<file path="src/rtl/ncp_pkg.sv">
// ----------------------------------------------------------------------------
// ncp_pkg
// Shared types and constants for the notify command parser and pin table.
// ----------------------------------------------------------------------------
`default_nettype none

package ncp_pkg;

  // Width of a table address carried through the queue (covers 1024 pins)
  localparam int unsigned PIN_IDX_W = 10;

  // Characters of the '#N<index>,<value>#' frame
  localparam logic [7:0] CH_HASH  = 8'h23;
  localparam logic [7:0] CH_N     = 8'h4E;
  localparam logic [7:0] CH_COMMA = 8'h2C;
  localparam logic [7:0] CH_ZERO  = 8'h30;
  localparam logic [7:0] CH_NINE  = 8'h39;

  // Item opcodes
  localparam logic OP_CHAR = 1'b0;
  localparam logic OP_READ = 1'b1;

  // Configuration register indexes
  localparam logic [1:0] CFG_FIRST_PIN = 2'd0;
  localparam logic [1:0] CFG_PIN_COUNT = 2'd1;

  typedef struct packed {
    logic        opcode;
    logic [7:0]  rx_char;
    logic [15:0] read_pin;
  } ncp_in_t;

  typedef struct packed {
    logic [15:0] read_value;
    logic        read_ok;
    logic        stored;
    logic [5:0]  stored_index;
    logic [15:0] stored_value;
    logic        frame_error;
  } ncp_out_t;

  typedef struct packed {
    logic [1:0]  index;
    logic [15:0] data;
  } ncp_cfg_t;

  // Classified request handed from the parser to the table side
  typedef struct packed {
    logic                 read_ok;
    logic                 stored;
    logic                 frame_error;
    logic [PIN_IDX_W-1:0] addr;
    logic [15:0]          value;
  } ncp_cmd_t;

endpackage

`default_nettype wire

</file>
<file path="src/rtl/ncp_chan_if.sv">
// ----------------------------------------------------------------------------
// ncp_chan_if
// Valid/ready channel carrying one payload of type T.
// ----------------------------------------------------------------------------
`default_nettype none

interface ncp_chan_if #(
  parameter type T = logic
);
  logic valid;
  logic ready;
  T     data;

  modport source (output valid, output data, input ready);
  modport sink   (input valid, input data, output ready);
endinterface

`default_nettype wire

</file>
<file path="src/rtl/notify_command_parser_pin_table.sv">
// ----------------------------------------------------------------------------
// notify_command_parser_pin_table
// Parses '#N<index>,<value>#' frames from a character stream into a pin
// value table and answers pin read requests from it.
//
//   channel  dir  payload                                        handshake
//   in_i     in   opcode, rx_char, read_pin                      valid/ready
//   out_o    out  read_value, read_ok, stored, stored_index,     valid/ready
//                 stored_value, frame_error
//   cfg_i    in   index (0 first pin, 1 pin count), data         valid/ready
//
// One request per cycle sustained while in_i.ready is high; each result
// passes through the queue and then the result register (parser into queue,
// table access into result register). After reset the table is zeroed one
// entry a cycle, with in_i.ready low. A two-entry queue lets the parser keep
// taking requests while a result waits on out_o. Config writes are always taken.
// ----------------------------------------------------------------------------
`default_nettype none

module notify_command_parser_pin_table #(
  parameter int unsigned MAX_PINS = 64
) (
  input  wire logic clk_i,
  input  wire logic rst_ni,
  ncp_chan_if.sink   in_i,
  ncp_chan_if.source out_o,
  ncp_chan_if.sink   cfg_i
);
  import ncp_pkg::*;

  logic [15:0] first_pin_q;
  logic [6:0]  pin_count_q;

  logic     space, fifo_space, avail, push, pop, clearing;
  ncp_cmd_t push_data, pop_data;

  assign cfg_i.ready = 1'b1;

  always_ff @(posedge clk_i or negedge rst_ni) begin
    if (!rst_ni) begin
      first_pin_q <= '0;
      pin_count_q <= 7'd64;
    end else if (cfg_i.valid) begin
      unique case (cfg_i.data.index)
        CFG_FIRST_PIN: first_pin_q <= cfg_i.data.data;
        CFG_PIN_COUNT: pin_count_q <= cfg_i.data.data[6:0];
        default: ;
      endcase
    end
  end

  assign space = fifo_space && !clearing;

  ncp_front #(
    .MAX_PINS (MAX_PINS)
  ) u_front (
    .clk_i       (clk_i),
    .rst_ni      (rst_ni),
    .in_i        (in_i),
    .space_i     (space),
    .first_pin_i (first_pin_q),
    .pin_count_i (pin_count_q),
    .push_o      (push),
    .push_data_o (push_data)
  );

  ncp_fifo u_fifo (
    .clk_i       (clk_i),
    .rst_ni      (rst_ni),
    .push_i      (push),
    .push_data_i (push_data),
    .space_o     (fifo_space),
    .avail_o     (avail),
    .pop_i       (pop),
    .pop_data_o  (pop_data)
  );

  ncp_back #(
    .MAX_PINS (MAX_PINS)
  ) u_back (
    .clk_i      (clk_i),
    .rst_ni     (rst_ni),
    .avail_i    (avail),
    .cmd_i      (pop_data),
    .pop_o      (pop),
    .clearing_o (clearing),
    .out_o      (out_o)
  );

endmodule

`default_nettype wire

</file>
<file path="src/rtl/ncp_ram.sv">
// ----------------------------------------------------------------------------
// ncp_ram
// Generic simple dual-port RAM, one write and one registered read port.
// ----------------------------------------------------------------------------
`default_nettype none

module ncp_ram #(
  parameter int unsigned WIDTH = 16,
  parameter int unsigned DEPTH = 64,
  localparam int unsigned AW = (DEPTH > 1) ? $clog2(DEPTH) : 1
) (
  input  wire logic             clk_i,
  input  wire logic             we_i,
  input  wire logic [AW-1:0]    waddr_i,
  input  wire logic [WIDTH-1:0] wdata_i,
  input  wire logic             re_i,
  input  wire logic [AW-1:0]    raddr_i,
  output logic      [WIDTH-1:0] rdata_o
);

  logic [WIDTH-1:0] mem_q [DEPTH];

  always_ff @(posedge clk_i) begin
    if (we_i) begin
      mem_q[waddr_i] <= wdata_i;
    end
    if (re_i) begin
      rdata_o <= mem_q[raddr_i];
    end
  end

endmodule

`default_nettype wire

</file>
<file path="src/rtl/ncp_front.sv">
// ----------------------------------------------------------------------------
// ncp_front
// Accepts items, runs the frame parser and range checks, emits requests.
// ----------------------------------------------------------------------------
`default_nettype none

module ncp_front #(
  parameter int unsigned MAX_PINS = 64
) (
  input  wire logic                  clk_i,
  input  wire logic                  rst_ni,
  ncp_chan_if.sink                   in_i,
  input  wire logic                  space_i,
  input  wire logic [15:0]           first_pin_i,
  input  wire logic [6:0]            pin_count_i,
  output logic                       push_o,
  output ncp_pkg::ncp_cmd_t          push_data_o
);
  import ncp_pkg::*;

  typedef enum logic [1:0] {
    S_IDLE  = 2'd0,
    S_CMD   = 2'd1,
    S_INDEX = 2'd2,
    S_VALUE = 2'd3
  } state_e;

  localparam logic [10:0] MaxCnt = 11'(MAX_PINS);

  state_e      state_q, state_d;
  logic [15:0] idx_q, idx_d;
  logic [15:0] val_q, val_d;

  logic        accept;
  logic [10:0] cnt_eff;
  logic [16:0] diff;
  logic        is_digit;
  logic [3:0]  digit;
  logic [19:0] idx_prod;
  logic [19:0] val_prod;
  ncp_cmd_t    cmd;

  assign in_i.ready = space_i;
  assign accept     = in_i.valid && space_i;

  always_comb begin
    cnt_eff  = ({4'b0, pin_count_i} > MaxCnt) ? MaxCnt : {4'b0, pin_count_i};
    diff     = {1'b0, in_i.data.read_pin} - {1'b0, first_pin_i};
    is_digit = (in_i.data.rx_char >= CH_ZERO) && (in_i.data.rx_char <= CH_NINE);
    digit    = 4'(in_i.data.rx_char - CH_ZERO);
    // x*10 as shifts and adds
    idx_prod = ({4'b0, idx_q} << 3) + ({4'b0, idx_q} << 1) + {16'b0, digit};
    val_prod = ({4'b0, val_q} << 3) + ({4'b0, val_q} << 1) + {16'b0, digit};

    state_d = state_q;
    idx_d   = idx_q;
    val_d   = val_q;
    cmd     = '0;

    if (in_i.data.opcode == OP_READ) begin
      if (!diff[16] && (diff[15:0] < {5'b0, cnt_eff})) begin
        cmd.read_ok = 1'b1;
        cmd.addr    = diff[PIN_IDX_W-1:0];
      end
    end else begin
      unique case (state_q)
        S_IDLE: begin
          if (in_i.data.rx_char == CH_HASH) state_d = S_CMD;
        end
        S_CMD: begin
          if (in_i.data.rx_char == CH_N) begin
            state_d = S_INDEX;
            idx_d   = '0;
            val_d   = '0;
          end else begin
            state_d         = S_IDLE;
            cmd.frame_error = 1'b1;
          end
        end
        S_INDEX: begin
          if (is_digit) begin
            idx_d = (idx_prod[19:16] != 4'b0) ? 16'hFFFF : idx_prod[15:0];
          end else if (in_i.data.rx_char == CH_COMMA) begin
            state_d = S_VALUE;
          end else begin
            state_d         = S_IDLE;
            cmd.frame_error = 1'b1;
          end
        end
        S_VALUE: begin
          if (is_digit) begin
            val_d = val_prod[15:0];
          end else if (in_i.data.rx_char == CH_HASH) begin
            state_d = S_IDLE;
            if (idx_q < {5'b0, cnt_eff}) begin
              cmd.stored = 1'b1;
              cmd.addr   = idx_q[PIN_IDX_W-1:0];
              cmd.value  = val_q;
            end
          end else begin
            state_d         = S_IDLE;
            cmd.frame_error = 1'b1;
          end
        end
        default: state_d = S_IDLE;
      endcase
    end
  end

  always_ff @(posedge clk_i or negedge rst_ni) begin
    if (!rst_ni) begin
      state_q <= S_IDLE;
      idx_q   <= '0;
      val_q   <= '0;
    end else if (accept) begin
      state_q <= state_d;
      idx_q   <= idx_d;
      val_q   <= val_d;
    end
  end

  assign push_o      = accept;
  assign push_data_o = cmd;

endmodule

`default_nettype wire

</file>
<file path="src/rtl/ncp_fifo.sv">
// ----------------------------------------------------------------------------
// ncp_fifo
// Two-entry request queue between parser and table side.
// ----------------------------------------------------------------------------
`default_nettype none

module ncp_fifo (
  input  wire logic              clk_i,
  input  wire logic              rst_ni,
  input  wire logic              push_i,
  input  wire ncp_pkg::ncp_cmd_t push_data_i,
  output logic                   space_o,
  output logic                   avail_o,
  input  wire logic              pop_i,
  output ncp_pkg::ncp_cmd_t      pop_data_o
);
  import ncp_pkg::*;

  ncp_cmd_t   mem_q [2];
  logic       wr_ptr_q, rd_ptr_q;
  logic [1:0] count_q;

  assign space_o    = (count_q != 2'd2);
  assign avail_o    = (count_q != 2'd0);
  assign pop_data_o = mem_q[rd_ptr_q];

  always_ff @(posedge clk_i) begin
    if (push_i) mem_q[wr_ptr_q] <= push_data_i;
  end

  always_ff @(posedge clk_i or negedge rst_ni) begin
    if (!rst_ni) begin
      wr_ptr_q <= 1'b0;
      rd_ptr_q <= 1'b0;
      count_q  <= 2'd0;
    end else begin
      if (push_i) wr_ptr_q <= ~wr_ptr_q;
      if (pop_i)  rd_ptr_q <= ~rd_ptr_q;
      count_q <= count_q + 2'(push_i) - 2'(pop_i);
    end
  end

endmodule

`default_nettype wire

</file>
<file path="src/rtl/ncp_back.sv">
// ----------------------------------------------------------------------------
// ncp_back
// Pin table side: clears the table after reset, performs stores and reads,
// and holds the result register.
// ----------------------------------------------------------------------------
`default_nettype none

module ncp_back #(
  parameter int unsigned MAX_PINS = 64
) (
  input  wire logic              clk_i,
  input  wire logic              rst_ni,
  input  wire logic              avail_i,
  input  wire ncp_pkg::ncp_cmd_t cmd_i,
  output logic                   pop_o,
  output logic                   clearing_o,
  ncp_chan_if.source             out_o
);
  import ncp_pkg::*;

  localparam int unsigned AW = (MAX_PINS > 1) ? $clog2(MAX_PINS) : 1;
  localparam logic [AW-1:0] LastAddr = AW'(MAX_PINS - 1);

  logic          clr_q;
  logic [AW-1:0] clr_cnt_q;
  logic          out_valid_q;
  ncp_cmd_t      out_q;

  logic          we, re;
  logic [AW-1:0] waddr;
  logic [15:0]   wdata;
  logic [15:0]   rdata;

  assign clearing_o = clr_q;
  assign pop_o      = avail_i && !clr_q && (!out_valid_q || out_o.ready);

  always_comb begin
    if (clr_q) begin
      we    = 1'b1;
      waddr = clr_cnt_q;
      wdata = '0;
    end else begin
      we    = pop_o && cmd_i.stored;
      waddr = cmd_i.addr[AW-1:0];
      wdata = cmd_i.value;
    end
    re = pop_o && cmd_i.read_ok;
  end

  ncp_ram #(
    .WIDTH (16),
    .DEPTH (MAX_PINS)
  ) u_ram (
    .clk_i   (clk_i),
    .we_i    (we),
    .waddr_i (waddr),
    .wdata_i (wdata),
    .re_i    (re),
    .raddr_i (cmd_i.addr[AW-1:0]),
    .rdata_o (rdata)
  );

  always_ff @(posedge clk_i or negedge rst_ni) begin
    if (!rst_ni) begin
      clr_q       <= 1'b1;
      clr_cnt_q   <= '0;
      out_valid_q <= 1'b0;
    end else begin
      if (clr_q) begin
        clr_cnt_q <= clr_cnt_q + AW'(1);
        if (clr_cnt_q == LastAddr) clr_q <= 1'b0;
      end
      if (pop_o) begin
        out_valid_q <= 1'b1;
      end else if (out_o.ready) begin
        out_valid_q <= 1'b0;
      end
    end
  end

  always_ff @(posedge clk_i) begin
    if (pop_o) out_q <= cmd_i;
  end

  // read data register only moves on a read pop, so it holds while stalled
  assign out_o.valid             = out_valid_q;
  assign out_o.data.read_value   = out_q.read_ok ? rdata : 16'b0;
  assign out_o.data.read_ok      = out_q.read_ok;
  assign out_o.data.stored       = out_q.stored;
  assign out_o.data.stored_index = out_q.stored ? out_q.addr[5:0] : 6'b0;
  assign out_o.data.stored_value = out_q.value;
  assign out_o.data.frame_error  = out_q.frame_error;

endmodule

`default_nettype wire

</file>
<file path="src/flat_wrapper.sv">
// flat-port wrapper written by rule: the top's interface ports become plain ports
module notify_command_parser_pin_table_flat import ncp_pkg::*;
#(
  parameter int unsigned MAX_PINS = 64
)
  (clk_i, rst_ni, in_i_valid, in_i_data, in_i_ready, out_o_valid, out_o_data, out_o_ready, cfg_i_valid, cfg_i_data, cfg_i_ready);
  ncp_chan_if #(.T(ncp_in_t)) in_i_i ();
  ncp_chan_if #(.T(ncp_out_t)) out_o_i ();
  ncp_chan_if #(.T(ncp_cfg_t)) cfg_i_i ();
  input  wire logic clk_i;
  input  wire logic rst_ni;
  input wire logic [$bits(in_i_i.valid)-1:0] in_i_valid;
  input wire logic [$bits(in_i_i.data)-1:0] in_i_data;
  output wire logic [$bits(in_i_i.ready)-1:0] in_i_ready;
  output wire logic [$bits(out_o_i.valid)-1:0] out_o_valid;
  output wire logic [$bits(out_o_i.data)-1:0] out_o_data;
  input wire logic [$bits(out_o_i.ready)-1:0] out_o_ready;
  input wire logic [$bits(cfg_i_i.valid)-1:0] cfg_i_valid;
  input wire logic [$bits(cfg_i_i.data)-1:0] cfg_i_data;
  output wire logic [$bits(cfg_i_i.ready)-1:0] cfg_i_ready;
  assign in_i_i.valid = in_i_valid;
  assign in_i_i.data = in_i_data;
  assign in_i_ready = in_i_i.ready;
  assign out_o_valid = out_o_i.valid;
  assign out_o_data = out_o_i.data;
  assign out_o_i.ready = out_o_ready;
  assign cfg_i_i.valid = cfg_i_valid;
  assign cfg_i_i.data = cfg_i_data;
  assign cfg_i_ready = cfg_i_i.ready;
  notify_command_parser_pin_table #(.MAX_PINS(MAX_PINS)) u_core (.clk_i(clk_i), .rst_ni(rst_ni), .in_i(in_i_i), .out_o(out_o_i), .cfg_i(cfg_i_i));
endmodule
</file>
<file path="config.mk">
export PLATFORM = sky130hd
export DESIGN_NAME = notify_command_parser_pin_table_flat
export DESIGN_NICKNAME = d
export VERILOG_FILES = /design/src/rtl/ncp_pkg.sv /design/src/rtl/ncp_chan_if.sv /design/src/rtl/notify_command_parser_pin_table.sv /design/src/rtl/ncp_ram.sv /design/src/rtl/ncp_front.sv /design/src/rtl/ncp_fifo.sv /design/src/rtl/ncp_back.sv /design/src/flat_wrapper.sv
export SDC_FILE = /design/constraint.sdc
export NUM_CORES = 2
export LEC_CHECK = 0
export ABC_AREA = 1
export BUFFER_PORTS_ARGS = -buffer_cell sky130_fd_sc_hd__buf_2
export CAP_MARGIN = 20
export CORE_AREA = 2 2 277 279
export CTS_CLUSTER_SIZE = 12
export DETAILED_ROUTE_END_ITERATION = 10
export DIE_AREA = 0 0 279 281
export HOLD_SLACK_MARGIN = 0.1
export PLACE_DENSITY = 0.84
export SETUP_SLACK_MARGIN = 0.15
export SLEW_MARGIN = 0
export SYNTH_ARGS = -nofsm -noshare
export SYNTH_HDL_FRONTEND = slang
export SYNTH_SLANG_ARGS = --single-unit
</file>
<file path="constraint.sdc">
create_clock -name clk_i -period 9.04 [get_ports clk_i]
set_clock_uncertainty 0.2 [all_clocks]
set_input_delay 0 -clock clk_i [delete_from_list [all_inputs] [get_ports clk_i]]
set_output_delay 0 -clock clk_i [all_outputs]
set_load 0.03 [all_outputs]
</file>
==> flow_summary_export.csv <==
group,metric,value,unit
logic_synthesis,yosysTopAreaCell,"edfxtp_1",
timing,fmax,180,MHz
detailed_routing,drt_first_pass_iters,9,
logic_synthesis,synth_area_leaders,"edfxtp_1 66%, o21ai_0 5.2%, o211ai_1 4.5%",
cts,cts_buffers,116,
detailed_routing,first_iter_violations,5299,
cts,cts_hold_buf,93,
logic_synthesis,synthTopCellsByCount,"1115 x edfxtp_1, 533 x nor2_1, 528 x o21ai_0",
power_and_ir_drop,p_seq_frac,0.401,
setup_path,critical_path_class,"flip-flop to flip-flop",
hold_path,hp-class,"input pin to flip-flop",
detailed_routing,wirelength,134000,um
floorplanning,die_h,281,um
logic_synthesis,syn_area_per_cell,11.8,sq um
cts,cts_buffer_depth,3,
logic_synthesis,yosys.cell_count.top_type,"edfxtp_1",
power_and_ir_drop,combPwrFrac,0.352,
finish,drive_gt1_frac,0.0836,
power_and_ir_drop,switching_share,0.390,
setup_path,cp_top_family,"buffers and inverters",
timing,hold_viol_final,0,
finish,nNetsFinal,4595,
status,status,"completed",
cts,cts_setup_buffers,0,
global_route,grt_first_pass_wirelength,201000,um
power_and_ir_drop,irDropWorstVdd,0.267,mV
placement,place.gp.congestion,0.903,
logic_synthesis,syn_inst,4311,
timing,maxSlewViolCount,0,
cts,h-tree-depth,3,
logic_synthesis,synth_top_area_share,0.656,
floorplanning,core_area,75400,sq um
setup_path,critPathBufInv,4,
power_and_ir_drop,power_density,318,nW/um^2
logic_synthesis,yosys_warnings,0,
finish,final_util,0.753,
setup_path,cp-start-kind,"flip-flop",
cts,clock_sinks,1184,
cts,cts-root-buf,"clkbuf_16",
placement,hpwlAfterDp,74200,um
setup_path,critPathSlowestCell,"buf_4",
setup_path,crit_path_max_incr_delay,0.92,ns
logic_synthesis,synthFlopType,"edfxtp_1",
logic_synthesis,synth_edf_count,1115,
floorplanning,initial_utilization,0.676,
timing,period_share,0.615,
cts,worstSkewPairLatency,0.69,ns
setup_path,cp_max_fo,143,
logic_synthesis,ys_seq_elements,1184,
logic_synthesis,async_flop_share,0.0583,
floorplanning,rows,101,
timing,fin_crit,5.56,ns
detailed_routing,num_vias,35600,
setup_path,crit_chain,"buf_16 -> inv_4 -> nand2_2 -> nand2_8 -> buf_4 -> buf_4 -> a21oi_1 -> o21ai_0 -> o211ai_1 -> o211ai_1 -> nand3_1 -> nand3_1 -> nand2_1",
finish,antenna_cells,0,
detailed_routing,drcViolationCount,0,
finish,syn2layout_area_growth,11.4,%
global_route,grt_pass1_vias,34100,
power_and_ir_drop,power_leakage,20.8,nW
timing,whs,0.103,ns
timing,setup_viol,0,
power_and_ir_drop,p_int,11.0,mW
floorplanning,dieWidth,279,um
logic_synthesis,synth_area,51000,sq um
detailed_routing,ant_nets,0,
floorplanning,dieArea,78400,sq um
timing,worst_pin_slew,1.15,ns
setup_path,worstPathRequired,9.27,ns
power_and_ir_drop,p_clk_frac,0.246,
logic_synthesis,yosysSeqAreaShare,0.690,
global_route,grt_max_degree,216,
global_route,overflow,0,
placement,place_ws,3.43,ns
setup_path,arrival,5.79,ns
run,cap_viol_max_count,0,
setup_path,end_kind,"flip-flop",
logic_synthesis,syn-num-nets,4452,
detailed_routing,via_per_inst,6.46,
timing,worst_slack,3.48,ns
global_route,antenna_found_initial,4,
floorplanning,pin_count,92,
placement,port_buffers,90,
timing,slew_headroom,0.235,
detailed_routing,wl_per_cell,24.3,um
global_route,grt_usage,0.342,
logic_synthesis,ys_types,48,
cts,cts_tree,"done",
power_and_ir_drop,switchingPower,7.05,mW
timing,grt_setup_unrepaired,"no",
timing,tns,0,ns
cts,cts_resized,0,
cts,clk_pin_slew,0.06,ns
## final timing paths
kind                                                 startpoint  depth (start not counted)                                   endpoint  slack, ns
max in group asynchronous                                rst_ni                          4       u_core.u_front.val_q[15]$_DFFE_PN0P_       7.50
setup / recovery             u_core.u_fifo.rd_ptr_q$_DFFE_PN0P_                         13  u_core.u_back.u_ram.rdata_o[15]$_DFFE_PP_       3.48
hold / removal                                    in_i_data[15]                          5       u_core.u_fifo.mem_q[0][28]$_DFFE_PP_       0.10
min in group asynchronous                                rst_ni                          4         u_core.first_pin_q[11]$_DFFE_PN0P_       0.46
setup reg to reg             u_core.u_fifo.rd_ptr_q$_DFFE_PN0P_                         13  u_core.u_back.u_ram.rdata_o[15]$_DFFE_PP_       3.48
hold reg to reg            u_core.u_front.val_q[14]$_DFFE_PN0P_                          2       u_core.u_front.val_q[14]$_DFFE_PN0P_       0.28
## power groups by stage
stage / registers, mW / logic, mW / clock network [mW]
after floorplan: 7.29 / 3.94 / 0
after global placement: 7.35 / 5.79 / 0
after detailed placement: 7.36 / 5.97 / 0
after CTS: 7.25 / 6.10 / 4.46
after global routing: 7.27 / 6.75 / 4.66
final: 7.26 / 6.37 / 4.46
## logic make-up after synthesis
kind of cell | after synthesis | synth area share
and+or+nand+nor | 1200 | 0.0959
muxes | 1 | 0.000221
DFF | 1184 | 0.690
AOI/OAI and AO/OA | 1176 | 0.132
other | 1 | 0.0000735
buffers and inverters | 628 | 0.0531
xor gates and xnor gates | 28 | 0.00481
adders and majority gates | 93 | 0.0235
## cell type report
| type | count | area [sq um] |
|---|---|---|
| multi-input cells | 2499 | 13400 |
| repair buffers | 285 | 2230 |
| flip-flops and latches | 1184 | 35200 |
| inverters | 368 | 1390 |
| clock inverters | 30 | 282 |
| well taps | 978 | 1220 |
| clock buffers | 169 | 3130 |
| fillers | 4540 | 18600 |
## placed cells by master, fill, tap and decap left out, types with 4 or more instances in the layout
master / synthesis / final
a21o_1: 7 / 7
a21oi_1: 218 / 202
a21oi_4: 1 / 17
buf_2: 96 / 90
buf_4: 35 / 92
buf_6: 13 / 5
bufinv_16: 0 / 4
clkbuf_1: 103 / 51
clkbuf_16: 0 / 117
clkinv_1: 1 / 16
clkinv_2: 0 / 5
dfrtp_1: 67 / 67
dlygate4sd3_1: 0 / 93
edfxtp_1: 1115 / 1115
fa_1: 5 / 5
ha_1: 88 / 88
inv_1: 361 / 360
inv_2: 4 / 5
nand2_1: 418 / 418
nand3_1: 188 / 188
nand3b_1: 9 / 9
nand4_1: 15 / 15
nor2_1: 533 / 528
nor2_2: 2 / 6
nor3_1: 13 / 10
o211ai_1: 304 / 304
o21ai_0: 528 / 528
o21ai_1: 94 / 93
o21bai_1: 7 / 7
or2_2: 8 / 8
xnor2_1: 11 / 11
xor2_1: 17 / 17
## sequential cells by signal, indices dropped and copies added (netlist names)
| name | flops |
|---|---|
| u_core.pin_count_q | 7 |
| u_core.u_back.clr_cnt_q | 6 |
| u_core.u_back.u_ram.mem_q | 1024 |
| u_core.first_pin_q | 16 |
| u_core.u_back.u_ram.rdata_o | 16 |
| u_core.u_back.out_o.valid | 1 |
| u_core.u_front.val_q | 16 |
| u_core.u_front.idx_q | 16 |
| u_core.u_fifo.mem_q | 50 |
| u_core.u_back.clearing_o | 1 |
| u_core.u_back.out_o.data | 19 |
| u_core.u_fifo.count_q | 2 |
| u_core.u_fifo.rd_ptr_q | 1 |
| u_core.u_back.out_q | 6 |
| u_core.u_front.state_q | 2 |
| u_core.u_fifo.wr_ptr_q | 1 |
## layer usage
layer	wire [um]	vias to the layer above	track usage
met5	35	-	0
met4	6070	6	0.148
met3	18000	359	0.0870
met2	62600	2529	0.538
met1	47200	17000	0.458
li1	-	15700	-
## metrics by stage
stage               power, mW  instances  instance area (sq um)
detailed placement       13.3       5220                  52500
global route             18.7       5513                  56800
global placement         13.1       5210                  52300
finish                   18.1       5513                  56800
CTS                      17.8       5512                  56800
floorplan                11.2       4311                  51000
## tightest hold or removal path, delay by kind of cell
family | cells | cell delay, ns
adder cells (fa/ha/maj) | 1 | 0.13
AO/OA/AOI/OAI | 2 | 0.34
AND/OR/NAND/NOR | 1 | 0.30
buffers and inverters | 1 | 0.08
No activity file was read; power rests on OpenSTA's default activity.
